**src/rtl/core/lz4d_fifo.sv**
```systemverilog
// Small register queue used between the decoder parts and at the result side.
// Depends on nothing; width and depth come from parameters.
module lz4d_fifo #(
  parameter int unsigned WIDTH = 8,
  parameter int unsigned DEPTH = 4
) (
  input  logic                       clk_i,
  input  logic                       rst_ni,
  input  logic                       wr_en_i,
  input  logic [WIDTH-1:0]           wr_data_i,
  input  logic                       rd_en_i,
  output logic [WIDTH-1:0]           rd_data_o,
  output logic                       empty_o,
  output logic                       full_o,
  output logic [$clog2(DEPTH+1)-1:0] count_o
);
  localparam int unsigned PtrW = (DEPTH > 1) ? $clog2(DEPTH) : 1;
  localparam int unsigned CntW = $clog2(DEPTH + 1);

  logic [WIDTH-1:0] entry_q [DEPTH];
  logic [PtrW-1:0] wr_ptr_q, wr_ptr_d, rd_ptr_q, rd_ptr_d;
  logic [CntW-1:0] count_q, count_d;

  function automatic logic [PtrW-1:0] ptr_next(input logic [PtrW-1:0] p);
    if (p == PtrW'(DEPTH - 1)) begin
      return '0;
    end
    return p + 1'b1;
  endfunction

  always_comb begin
    wr_ptr_d = wr_en_i ? ptr_next(wr_ptr_q) : wr_ptr_q;
    rd_ptr_d = rd_en_i ? ptr_next(rd_ptr_q) : rd_ptr_q;
    count_d = count_q + CntW'(wr_en_i) - CntW'(rd_en_i);
  end

  always_ff @(posedge clk_i or negedge rst_ni) begin
    if (!rst_ni) begin
      wr_ptr_q <= '0;
      rd_ptr_q <= '0;
      count_q <= '0;
    end else begin
      wr_ptr_q <= wr_ptr_d;
      rd_ptr_q <= rd_ptr_d;
      count_q <= count_d;
    end
  end

  always_ff @(posedge clk_i) begin
    if (wr_en_i) begin
      entry_q[wr_ptr_q] <= wr_data_i;
    end
  end

  assign rd_data_o = entry_q[rd_ptr_q];
  assign empty_o = (count_q == '0);
  assign full_o = (count_q == CntW'(DEPTH));
  assign count_o = count_q;
endmodule

```
**config.mk**
```make
export PLATFORM = sky130hd
export DESIGN_NAME = lz4d_fifo
export DESIGN_NICKNAME = d
export VERILOG_FILES = /design/src/rtl/core/lz4d_fifo.sv
export SDC_FILE = /design/constraint.sdc
export NUM_CORES = 1
export LEC_CHECK = 0
export BUFFER_PORTS_ARGS = -buffer_cell sky130_fd_sc_hd__buf_2
export CAP_MARGIN = 20
export CORE_ASPECT_RATIO = 0.7
export CORE_UTILIZATION = 35
export CTS_BUF_LIST = sky130_fd_sc_hd__clkbuf_8
export DETAILED_ROUTE_END_ITERATION = 8
export PLACE_DENSITY_LB_ADDON = 0.08
export REMOVE_ABC_BUFFERS = 1
export SLEW_MARGIN = 10
export SYNTH_ARGS = -nofsm -noshare
export SYNTH_HDL_FRONTEND = slang
export SYNTH_SLANG_ARGS = --single-unit
```
**constraint.sdc**
```tcl
create_clock -name clk_i -period 1.8 [get_ports clk_i]
set_input_delay 0.09 -clock clk_i [delete_from_list [all_inputs] [get_ports clk_i]]
set_output_delay 0.09 -clock clk_i [all_outputs]
set_load 0.1 [all_outputs]
```
Word-level counts from Yosys, hierarchy flattened

Memory sizes are Yosys's and may differ from the RTL's.
Index checks and enable logic that the tools add are counted.

Output and inout bits: 13
ROM bits: 0
Latch bits: 0
Memories: 1
Flip-flop bits (word level): 7
RAM bits: 32

Memory list:

| name    | words | bits a word | rd ports | clocked after memory_dff | wr ports | line | source |
|---|---|---|---|---|---|---|---|
| entry_q | 4     | 8           | 1        | 0                        | 1        | 20   | `logic [WIDTH-1:0] entry_q [DEPTH];` |

Multiplexer cells: 8
Divide/modulo/power cells: 0
Bitwise operators: 0
Shifts and indexed selects: 0
Equal/unequal tests: 3
Multiply operators: 0
Order comparisons: 0
Add/sub/neg operators: 4
Reduce and logical (&&, ||, !) cells: 1

Operators with widths:

| kind                | number |
|---|---|
| $mux 2              | 4 |
| $add 2x1->2 const B | 2 |
| $eq 2x2->1 const B  | 2 |
| $mux 1              | 4 |
| $add 3x1->3         | 1 |
| $eq 3x3->1 const B  | 1 |
| $logic_not 3->1     | 1 |
| $sub 3x1->3         | 1 |

Logic depth before layout (Yosys ltp)

Depth in word-level cells: 3
Gate-level depth with buffers: 6
Mapped depth without buffers: 6

Worst setup path after synthesis

No wires, ideal clock.

Path type: reg2out
Start: register count_q[1] (netlist: count_o[1])
End: output empty_o
Slack: -1.267 ns
Cell stages (with the launch flop): 2
Arrival: 2.977 ns
Data required time: 1.710 ns
Cell sequence: dfrtp_1 -> nor3_1

Longest elaborated chain between the ends: 1

Ends and longest elaborated chain:

| element                | line | source |
|---|---|---|
| start, declared        | 22   | `logic [CntW-1:0] count_q, count_d;` |
| start signal, assigned | 45   | `count_q <= count_d;` |
| $logic_not 3->1        | 56   | `assign empty_o = (count_q == '0);` |
| end, declared          | 13   | `output logic empty_o,` |

No other way between the ends.

Final worst setup path

Start: register rd_ptr_q[0]
End: output rd_data_o[1]

Longest elaborated chain between the ends: 1

Ends and longest elaborated chain:

| element                | line | source |
|---|---|---|
| start, declared        | 21   | `logic [PtrW-1:0] wr_ptr_q, wr_ptr_d, rd_ptr_q, rd_ptr_d;` |
| start signal, assigned | 44   | `rd_ptr_q <= rd_ptr_d;` |
| $mem_v2 4x8            | n/a  |  |
| end, declared          | 12   | `output logic [WIDTH-1:0] rd_data_o,` |

No other way between the ends.

==> impl_metrics.toml <==
[synth]
yosys_warnings = 0
synth_cell_type_count = 18
synth_seq_cells = 39
syn_inst = 78
seq_area_frac_synth = 0.726
avgSynthCellArea_um2 = 20.1
netlist_area_um2 = 1570

[run]
cap_viol_max_count = 0

[cells_and_area]
layout_commonest_cell = "edfxtp_1"
drive_above_1_share = 0.411
fill_cells = 373
diodes = 0
stdcell_count = 164
nets = 131
final_cell_mix = "edfxtp_1 (32), buf_2 (23), mux4_2 (8), ha_1 (7)"
syn_to_final_growth_pct = 20.3

[detailed_routing]
ant_nets = 0
drt_iter0_markers = 32
finalWirelength_um = 2390
remaining_drc_errors = 0
vias = 760
wl_per_cell_um = 14.6
avgViaCountPerCell = 4.63
drt_first_pass_iters = 4

[timing]
setup_viol = 0
finalHoldViolCount = 0
tns_ns = 0
fin_crit_sh = 0.952
holdWs_ns = 0.0200
relSlewSlack = 0.673
fmax_ghz = 0.584
period_minus_slack_ns = 1.71
worst_slew_pin_slew_ns = 0.494
drv_slew = 0
fin_ws_ns = 0.0863
skew_ns = 0.00623
rsz0062_at_grt = "no"

[setup_path]
crit_chain = "buf_4, mux4_2, clkbuf_4"
reg2regPathDepth = 6
critPathKind = "reg -> out"
critPathArrivalTime_ns = 1.62
cp.required_ns = 1.71
cp_slowest_cell = "mux4_2"
worstReg2RegStart = "count_o[0]"
crit_cells = 3
startpoint_type = "register"
critPathMaxFanout = 3
crit_path_end_kind = "primary output"
r2r-end = "count_o[2]"
crit_buf_inv = 2
path_delay_family = "multiplexers"
crit_start = "rd_ptr_q[0]"
max_stage_delay_ns = 0.51
rrSetupSlack_ns = 0.28
critPathCapture = "rd_data_o[1]"

[grt]
grt_overflow = 0
grt_pass1_vias = 776
antenna_found_initial = 0
grt_usage = 0.120
grt_pass1_wl_um = 3810
grt_max_degree = 14

[status]
outcome = "complete, no violations"

[hold_path]
min_from = "wr_data_i[4]"
hold_path.class = "in -> reg"

[die]
boundaryPins = 25
core-area_um2 = 4090
die_w_um = 81.9
rows = 19
die_h_um = 58.0
initial_core_util = 0.383
dieArea_um2 = 4750

[cts]
cts_inserted_buffers = 5
clock_path_buffers = 2
worstSkewPairLatency_ns = 0.28
cts_sinks = 39
cts_root_buf = "clkbuf_8"
htreeDepth = 2
tritoncts = "yes"
clk_pin_slew_worst_paths_ns = 0.08

[placed_design]
portBuffers = 24
dp_slack_ns = 0.284
hpwl_um = 1690
place_inst = 155
gp_congestion = 0.727
## worst min-delay path by stage
| stage | end | cells past startpoint | slack, ns |
|---|---|---|---|
| floorplan | count_o[0] | 0 | -0.21 |
| global placement | count_o[1] | 1 | -0.06 |
| detailed placement | count_o[1] | 1 | -0.07 |
| CTS | entry_q[2][1] | 1 | 0.01 |
| global route | entry_q[3][3] | 1 | 0.01 |
| finish | entry_q[3][4] | 1 | 0.02 |
## synthesized netlist by cell type, drive strengths merged
cell    count  area, µm²
dfrtp       7        175
nand2       1       3.75
o21ai       2       10.0
fa          1       20.0
or3b        1       8.76
buf         2       16.3
xor2        1       8.76
edfxtp     32        961
nor3        1       5.00
xnor2       1       8.76
nor2        1       3.75
and2        4       25.0
ha          7       87.6
inv         6       22.5
mux4        8        180
mux2        2       22.5
and3        1       6.26
## layout make-up
class / instances / area [µm²] / share of cell area
clock buffer: 5 / 68.8 / 0.0365
clock inverter: 3 / 43.8 / 0.0233
inverter: 6 / 22.5 / 0.0120
multi-input combinational: 31 / 390 / 0.207
sequential: 39 / 1140 / 0.604
tap: 52 / 65.1 / 0.0346
timing repair buffer: 28 / 155 / 0.0824
## sequential cells by signal, indices dropped and copies added, names as in the netlist
| name | cells |
|---|---|
| entry_q | 32 |
| count_o | 3 |
| rd_ptr_q | 2 |
| wr_ptr_q | 2 |
## metrics by stage
stage	cell area [µm²]	util
floorplan	1550	-
global placement	1760	0.430
global route	1880	0.461
CTS	1880	0.460
detailed placement	1760	0.430
finish	1880	0.461
## what timing repair did
action,CTS,global route
setup buffers,0,0
endpoints found under the hold margin,7,0
gates resized for setup,0,2
endpoints found under the setup margin,0,1
hold buffers,1,0
## layer usage
layer | GRT usage | vias up | routed length, µm
li1 | - | 361 | -
met1 | 0.154 | 380 | 1100
met2 | 0.177 | 17 | 1120
met3 | 0.0520 | 2 | 155
met4 | 0.0526 | 0 | 16
met5 | 0 | - | 0
## cell families (layout without fill, tap and decap cells)
logic type	after synthesis	count (layout)	share of synthesized area
buf+inv	8	42	0.0248
xor+xnor	2	2	0.0112
compound gates	2	2	0.00640
fa+ha+maj	8	8	0.0687
flops	39	39	0.726
simple gates	9	9	0.0336
mux	10	10	0.129
Power is not shown: default switching activity piles up to over one toggle a cycle in this logic, so the estimate is an artifact.
