File: src/rtl/core/lz4d_pkg.sv
// Package for the LZ4 block decompressor: beat types, decoder phases and constants.
// No dependencies; every other file of the block but lz4d_fifo imports it.
package lz4d_pkg;

  localparam int unsigned RunW = 17;
  localparam logic [RunW-1:0] RunMax = '1;
  localparam logic [3:0] NibbleExt = 4'hf;
  localparam logic [RunW-1:0] MinMatch = 17'd4;

  localparam logic [1:0] ErrNone = 2'd0;
  localparam logic [1:0] ErrOffset = 2'd1;
  localparam logic [1:0] ErrTrunc = 2'd2;
  localparam logic [1:0] ErrLength = 2'd3;

  typedef enum logic [2:0] {
    PhToken, PhLitExt, PhLiteral, PhOffLo, PhOffHi, PhMatExt, PhCopy
  } lz4d_phase_e;

  typedef struct packed {
    logic       mode;
    logic [7:0] data_byte;
    logic       last_byte;
  } lz4d_in_t;

  typedef struct packed {
    logic [7:0] out_byte;
    logic       out_valid;
    logic       copy_pending;
    logic       rejected;
    logic       done_res;
    logic [1:0] error_code;
  } lz4d_out_t;

  typedef struct packed {
    logic       is_tick;
    logic [7:0] data_byte;
    logic       is_last;
    logic       byte_ff;
  } lz4d_cmd_t;

endpackage

File: src/rtl/core/lz4d_front.sv
// Front part: registers input beats and classifies them into decoder commands.
// Depends on lz4d_pkg.
module lz4d_front import lz4d_pkg::*; (
  input  logic      clk_i,
  input  logic      rst_ni,
  input  logic      push,
  output logic      full,
  input  lz4d_in_t  in_i,
  input  logic      q_full_i,
  output logic      q_push_o,
  output lz4d_cmd_t cmd_o
);
  logic valid_q, valid_d;
  lz4d_cmd_t cmd_q, cmd_d;
  logic take;

  assign q_push_o = valid_q && !q_full_i;
  assign full = valid_q && q_full_i;
  assign take = push && !full;

  always_comb begin
    valid_d = take || (valid_q && q_full_i);
    cmd_d = cmd_q;
    if (take) begin
      cmd_d.is_tick = in_i.mode;
      cmd_d.data_byte = in_i.data_byte;
      cmd_d.is_last = in_i.last_byte;
      cmd_d.byte_ff = (in_i.data_byte == 8'hff);
    end
  end

  always_ff @(posedge clk_i or negedge rst_ni) begin
    if (!rst_ni) begin
      valid_q <= 1'b0;
    end else begin
      valid_q <= valid_d;
    end
  end

  always_ff @(posedge clk_i) begin
    cmd_q <= cmd_d;
  end

  assign cmd_o = cmd_q;
endmodule

File: config.mk
export PLATFORM = sky130hd
export DESIGN_NAME = lz4d_front
export DESIGN_NICKNAME = d
export VERILOG_FILES = /design/src/rtl/core/lz4d_pkg.sv /design/src/rtl/core/lz4d_front.sv
export SDC_FILE = /design/constraint.sdc
export NUM_CORES = 1
export LEC_CHECK = 0
export BUFFER_PORTS_ARGS = -buffer_cell sky130_fd_sc_hd__buf_4
export CAP_MARGIN = 10
export CORE_AREA = 4 4 41 43
export CTS_CLUSTER_DIAMETER = 60
export DETAILED_ROUTE_END_ITERATION = 8
export DIE_AREA = 0 0 45 47
export PLACE_DENSITY_LB_ADDON = 0.08
export SYNTH_ARGS = -nofsm -noshare
export SYNTH_HDL_FRONTEND = slang
export SYNTH_SLANG_ARGS = --single-unit
File: constraint.sdc
create_clock -name clk_i -period 1.35 [get_ports clk_i]
set_input_delay 0 -clock clk_i [delete_from_list [all_inputs] [get_ports clk_i]]
set_output_delay 0 -clock clk_i [all_outputs]
set_load 0.02 [all_outputs]
# Yosys cells after proc, flatten, opt, wreduce, memory -nomap -nowiden
# Index checks and enable logic that the tools add are counted.
dict set report op_classes {
  eq_ne 1
  n_reduce_logical 6
}
# cell count
set ops {}
lappend ops {{$eq 8x8->1 const B} 1}
lappend ops {{$logic_and 1x1->1} 3}
lappend ops {{$logic_not 1->1} 2}
lappend ops {{$logic_or 1x1->1} 1}
dict set report totals {
  regBits 12
  inputBits 14
  output_inout_bits 13
  elab_cells 12
}

# Depth between registers and ports, before layout
dict set report depth {
  word_depth 4
  mapped_depth 2
  ltp_nobuf 2
}

# Least setup slack after synthesis
# OpenSTA, ideal clock, no wires.
dict set report synth_path {
  kind {register to register}
  start {reg valid_q}
  end {reg cmd_q, in the netlist cmd_o[0] (enable)}
  setup_time_ns 0.380
  arrival_time_ns 1.055
  required_ns 0.970
  slack_ns -0.084
  path_stages_with_launch 3
  n_path_buf 0
  period_less_slack_ns 1.434
  cell_sequence {dfrtp_1 -> and2_4 -> nor2b_1}
}
dict set report synth_between {
  elab_chain_cells 3
}
# item line_no
set synth_lines {}
lappend synth_lines {{start: declaration} lz4d_front.sv:13} ;# logic valid_q, valid_d;
lappend synth_lines {{start signal: assignment} lz4d_front.sv:36} ;# valid_q <= valid_d;
lappend synth_lines {{$logic_and 1x1->1} lz4d_front.sv:18} ;# assign full = valid_q && q_full_i;
lappend synth_lines {{via full} lz4d_front.sv:7} ;# output logic full,
lappend synth_lines {{$logic_not 1->1} lz4d_front.sv:19} ;# assign take = push && !full;
lappend synth_lines {{$logic_and 1x1->1} lz4d_front.sv:19}
lappend synth_lines {{via take} lz4d_front.sv:15} ;# logic take;
lappend synth_lines {{end signal: assignment} lz4d_front.sv:41} ;# cmd_q <= cmd_d;
lappend synth_lines {{end: declaration} lz4d_front.sv:14} ;# lz4d_cmd_t cmd_q, cmd_d;
# The timed path passes the listed nets, and every way through them passes these cells.
# A chain may end at the register's enable or synchronous reset.

# Worst setup path in the final report
dict set report layout_path {
  start {reg valid_q}
  end {reg cmd_q, in the netlist cmd_o[8] (enable)}
}
dict set report layout_between {
  elab_chain_cells 3
}
# item line_no
set layout_lines {}
lappend layout_lines {{$logic_and 1x1->1} lz4d_front.sv:18}
lappend layout_lines {{$logic_not 1->1} lz4d_front.sv:19}
lappend layout_lines {{$logic_and 1x1->1} lz4d_front.sv:19}
lappend layout_lines {{via take} lz4d_front.sv:15}
# The timed path passes the listed nets, and every way through them passes these cells.

==> metrics.md <==
| Metric | Value |
|---|---|
| Status | `complete, no violations` |
| First-pass GRT wire length | `1.53 mm` |
| Final net count | `77` |
| Worst-path clk slew | `70 ps` |
| Min Hold Slack | `53.5 ps` |
| Average routed wire per standard cell | `12.2 um` |
| Worst Path Max Fanout | `11` |
| Syn_area_per_cell | `about 21 um^2` |
| Met1 Resource Use GR | `0.103` |
| Pin count of the biggest net entering global routing | `12` |
| F_max | `0.892 GHz` |
| Antenna Violating Nets Remaining | `0` |
| Most Crowded Layer GR | `met2` |
| Layout area overhead | `92.5%` |
| Worst relative slew slack | `0.902` |
| Max Cap Viol | `0` |
| Root Buffer | `clkbuf_4` |
| Final setup fails | `0` |
| Vias in the first global route | `374` |
| Total GRT Usage | `0.107` |
| Net Switching | `173 uW` |
| RR Startpoint | `valid_q$_DFF_PN0_` |
| Pint | `624 uW` |
| RSZ-0062 raised after global routing | `no` |
| Total CTS buffers | `3` |
| Dpl ws | `235 ps` |
| Die width | `between 40 and 50 um` |
| Critical path class | `register to register` |
| Port bufs | `26` |
| Total Wirelength | `~940 um` |
| Clock power share | `0.276` |
| GRT met3 Usage | `0.0498` |
| Final Hold Fails | `0` |
| Vias per cell | `about 4.2` |
| Sequential power share | `0.545` |
| Final setup TNS | `0 ps` |
| Number of diodes | `0` |
| Vias after detailed routing | `324` |
| Max Root-Sink Buffers | `2` |
| Latest clock arrival within the worst-skew pair | `260 ps` |
| Starting Density | `0.308` |
| Reg2reg path depth | `3` |
| Final setup skew | `between 5 and 6 ps` |
| CTS resizes | `0` |
| Worst EP required | `1310 ps` |
| Share of cells above drive strength 1 | `0.516` |
| Die ar. | `2120 um^2` |
| Worst min path class | `primary input to asynchronous set/reset pin` |
| Final period util | `0.830` |
| IO Pins | `27` |
| Core area | `~1300 um^2` |
| Netlist Area Pre-Place | `400 um^2` |
| Non-filler instance count after layout | `77` |
| Reg2reg end | `cmd_o[8]$_DFFE_PP_` |
| #FFs+latches synth | `12` |
| Layout filler cell count | `106` |
| Pleak | `around 0.00033 uW` |
| Drt pass-1 iters | `2` |
| GR Util met2 | `0.192` |
| CTS tree | `yes` |
| Critical Path AT | `roughly 1100 ps` |
| Final setup margin | `229 ps` |
| Power per cell area | `between 1000 and 1500 nW/um^2` |
| Post-layout min period | `1120 ps` |
| DRC viols | `0` |
| Row cnt | `13` |
| Post-synthesis sequential area ratio | `0.888` |
| Multi-input logic area | `47.5 um^2` |
| Comb power frac | `0.179` |
| Worst slew pin tran | `146 ps` |
| Routability Congestion | `0.689` |
| Reg2reg setup slack | `230 ps` |
| Most common cell after layout, fill and taps aside | `buf_4` |
| Die height | `47 um` |
| Most frequent cells in the layout | `buf_4 (27), dlygate4sd3_1 (12), edfxtp_1 (11)` |
| Dpl cells | `61` |
| Synth Warn # | `0` |
| Initial antenna violation count | `0` |
| Unique masters post-synth | `8` |
| Worst vdd ir | `approximately 0.00057 V` |
| Post-Synthesis Cells | `19` |
| Crit. End Element | `register` |
| Iter 0 DRT Violations | `14` |
| H-tree Lvls | `1` |
| Total congestion overflow | `0` |
| Slew Limit Fails | `0` |
| Sink Count | `12` |
| Post-Syn Nets | `33` |
| FF/Latch Area | `355 um^2` |
| Critical Path Start Type | `register` |
| Sw Ratio | `0.217` |
[worst max path at each step]
stage                          end               from  cells past startpoint  slack (ps)
2_1_floorplan   cmd_o[0]$_DFFE_PP_  valid_q$_DFF_PN0_                      2         130
3_3_place_gp    cmd_o[6]$_DFFE_PP_  valid_q$_DFF_PN0_                      3         280
3_5_place_dp    cmd_o[0]$_DFFE_PP_  valid_q$_DFF_PN0_                      3         240
4_1_cts         cmd_o[8]$_DFFE_PP_  valid_q$_DFF_PN0_                      3         220
5_1_grt        cmd_o[10]$_DFFE_PP_  valid_q$_DFF_PN0_                      3         180
6_report        cmd_o[8]$_DFFE_PP_  valid_q$_DFF_PN0_                      3         230
[synthesized netlist by cell type]
library cell / n / share of area
nor2_1: 1 / 0.0094
and2b_1: 1 / 0.019
nand4_1: 2 / 0.031
or2_1: 1 / 0.016
dfrtp_1: 1 / 0.062
edfxtp_1: 11 / 0.83
and2_4: 1 / 0.022
nor2b_1: 1 / 0.016
[worst max-delay path, cell delays in order, from the launching register on]
cell     delay (ps)
dfrtp_1         380
and2_4          150
nor2b_2         100
buf_4           200
[registers in the layout, indices dropped and copies added (netlist names)]
signal / cells
valid_q: 1
cmd_o: 11
[power groups by stage]
stage | sequential (uW) | clock (uW) | combinational [uW]
floorplan | 466 | 0 | 21.1
global placement | 442 | 0 | 112
detailed placement | 443 | 0 | 116
CTS | 435 | 229 | 144
global route | 436 | 254 | 153
finish | 434 | 220 | 142
[area by class of cell]
class | instances | area share
repair buffers | 39 | 0.419
flip-flops and latches | 12 | 0.461
multi-input cells | 7 | 0.0617
clock buffers | 4 | 0.0341
well taps | 15 | 0.0244
[logic make-up after synthesis]
logic type       share of synthesized area
flip-flops                           0.887
AND/OR/NAND/NOR                      0.113
[per-layer routing]
layer / vias to the layer above / routed length [um]
met4: 0 / 6
met2: 16 / 496
met1: 147 / 339
li1: 159 / -
met5: - / 0
met3: 2 / 96
[timing repair]
action / 4_1_cts / 5_1_grt
setup buffers: 0 / 0
endpoints found under the setup margin: 0 / 0
hold endpoints to repair: 12 / 0
hold buffers: 12 / 0
[stage by stage]
stage | area [um^2] | util | power (uW)
2_1_floorplan | 403 | - | 487
5_1_grt | 771 | 0.592 | 843
3_5_place_dp | 624 | 0.480 | 559
6_report | 771 | 0.592 | 797
4_1_cts | 771 | 0.592 | 807
3_3_place_gp | 624 | 0.480 | 554
(Power assumes the default switching activity.)
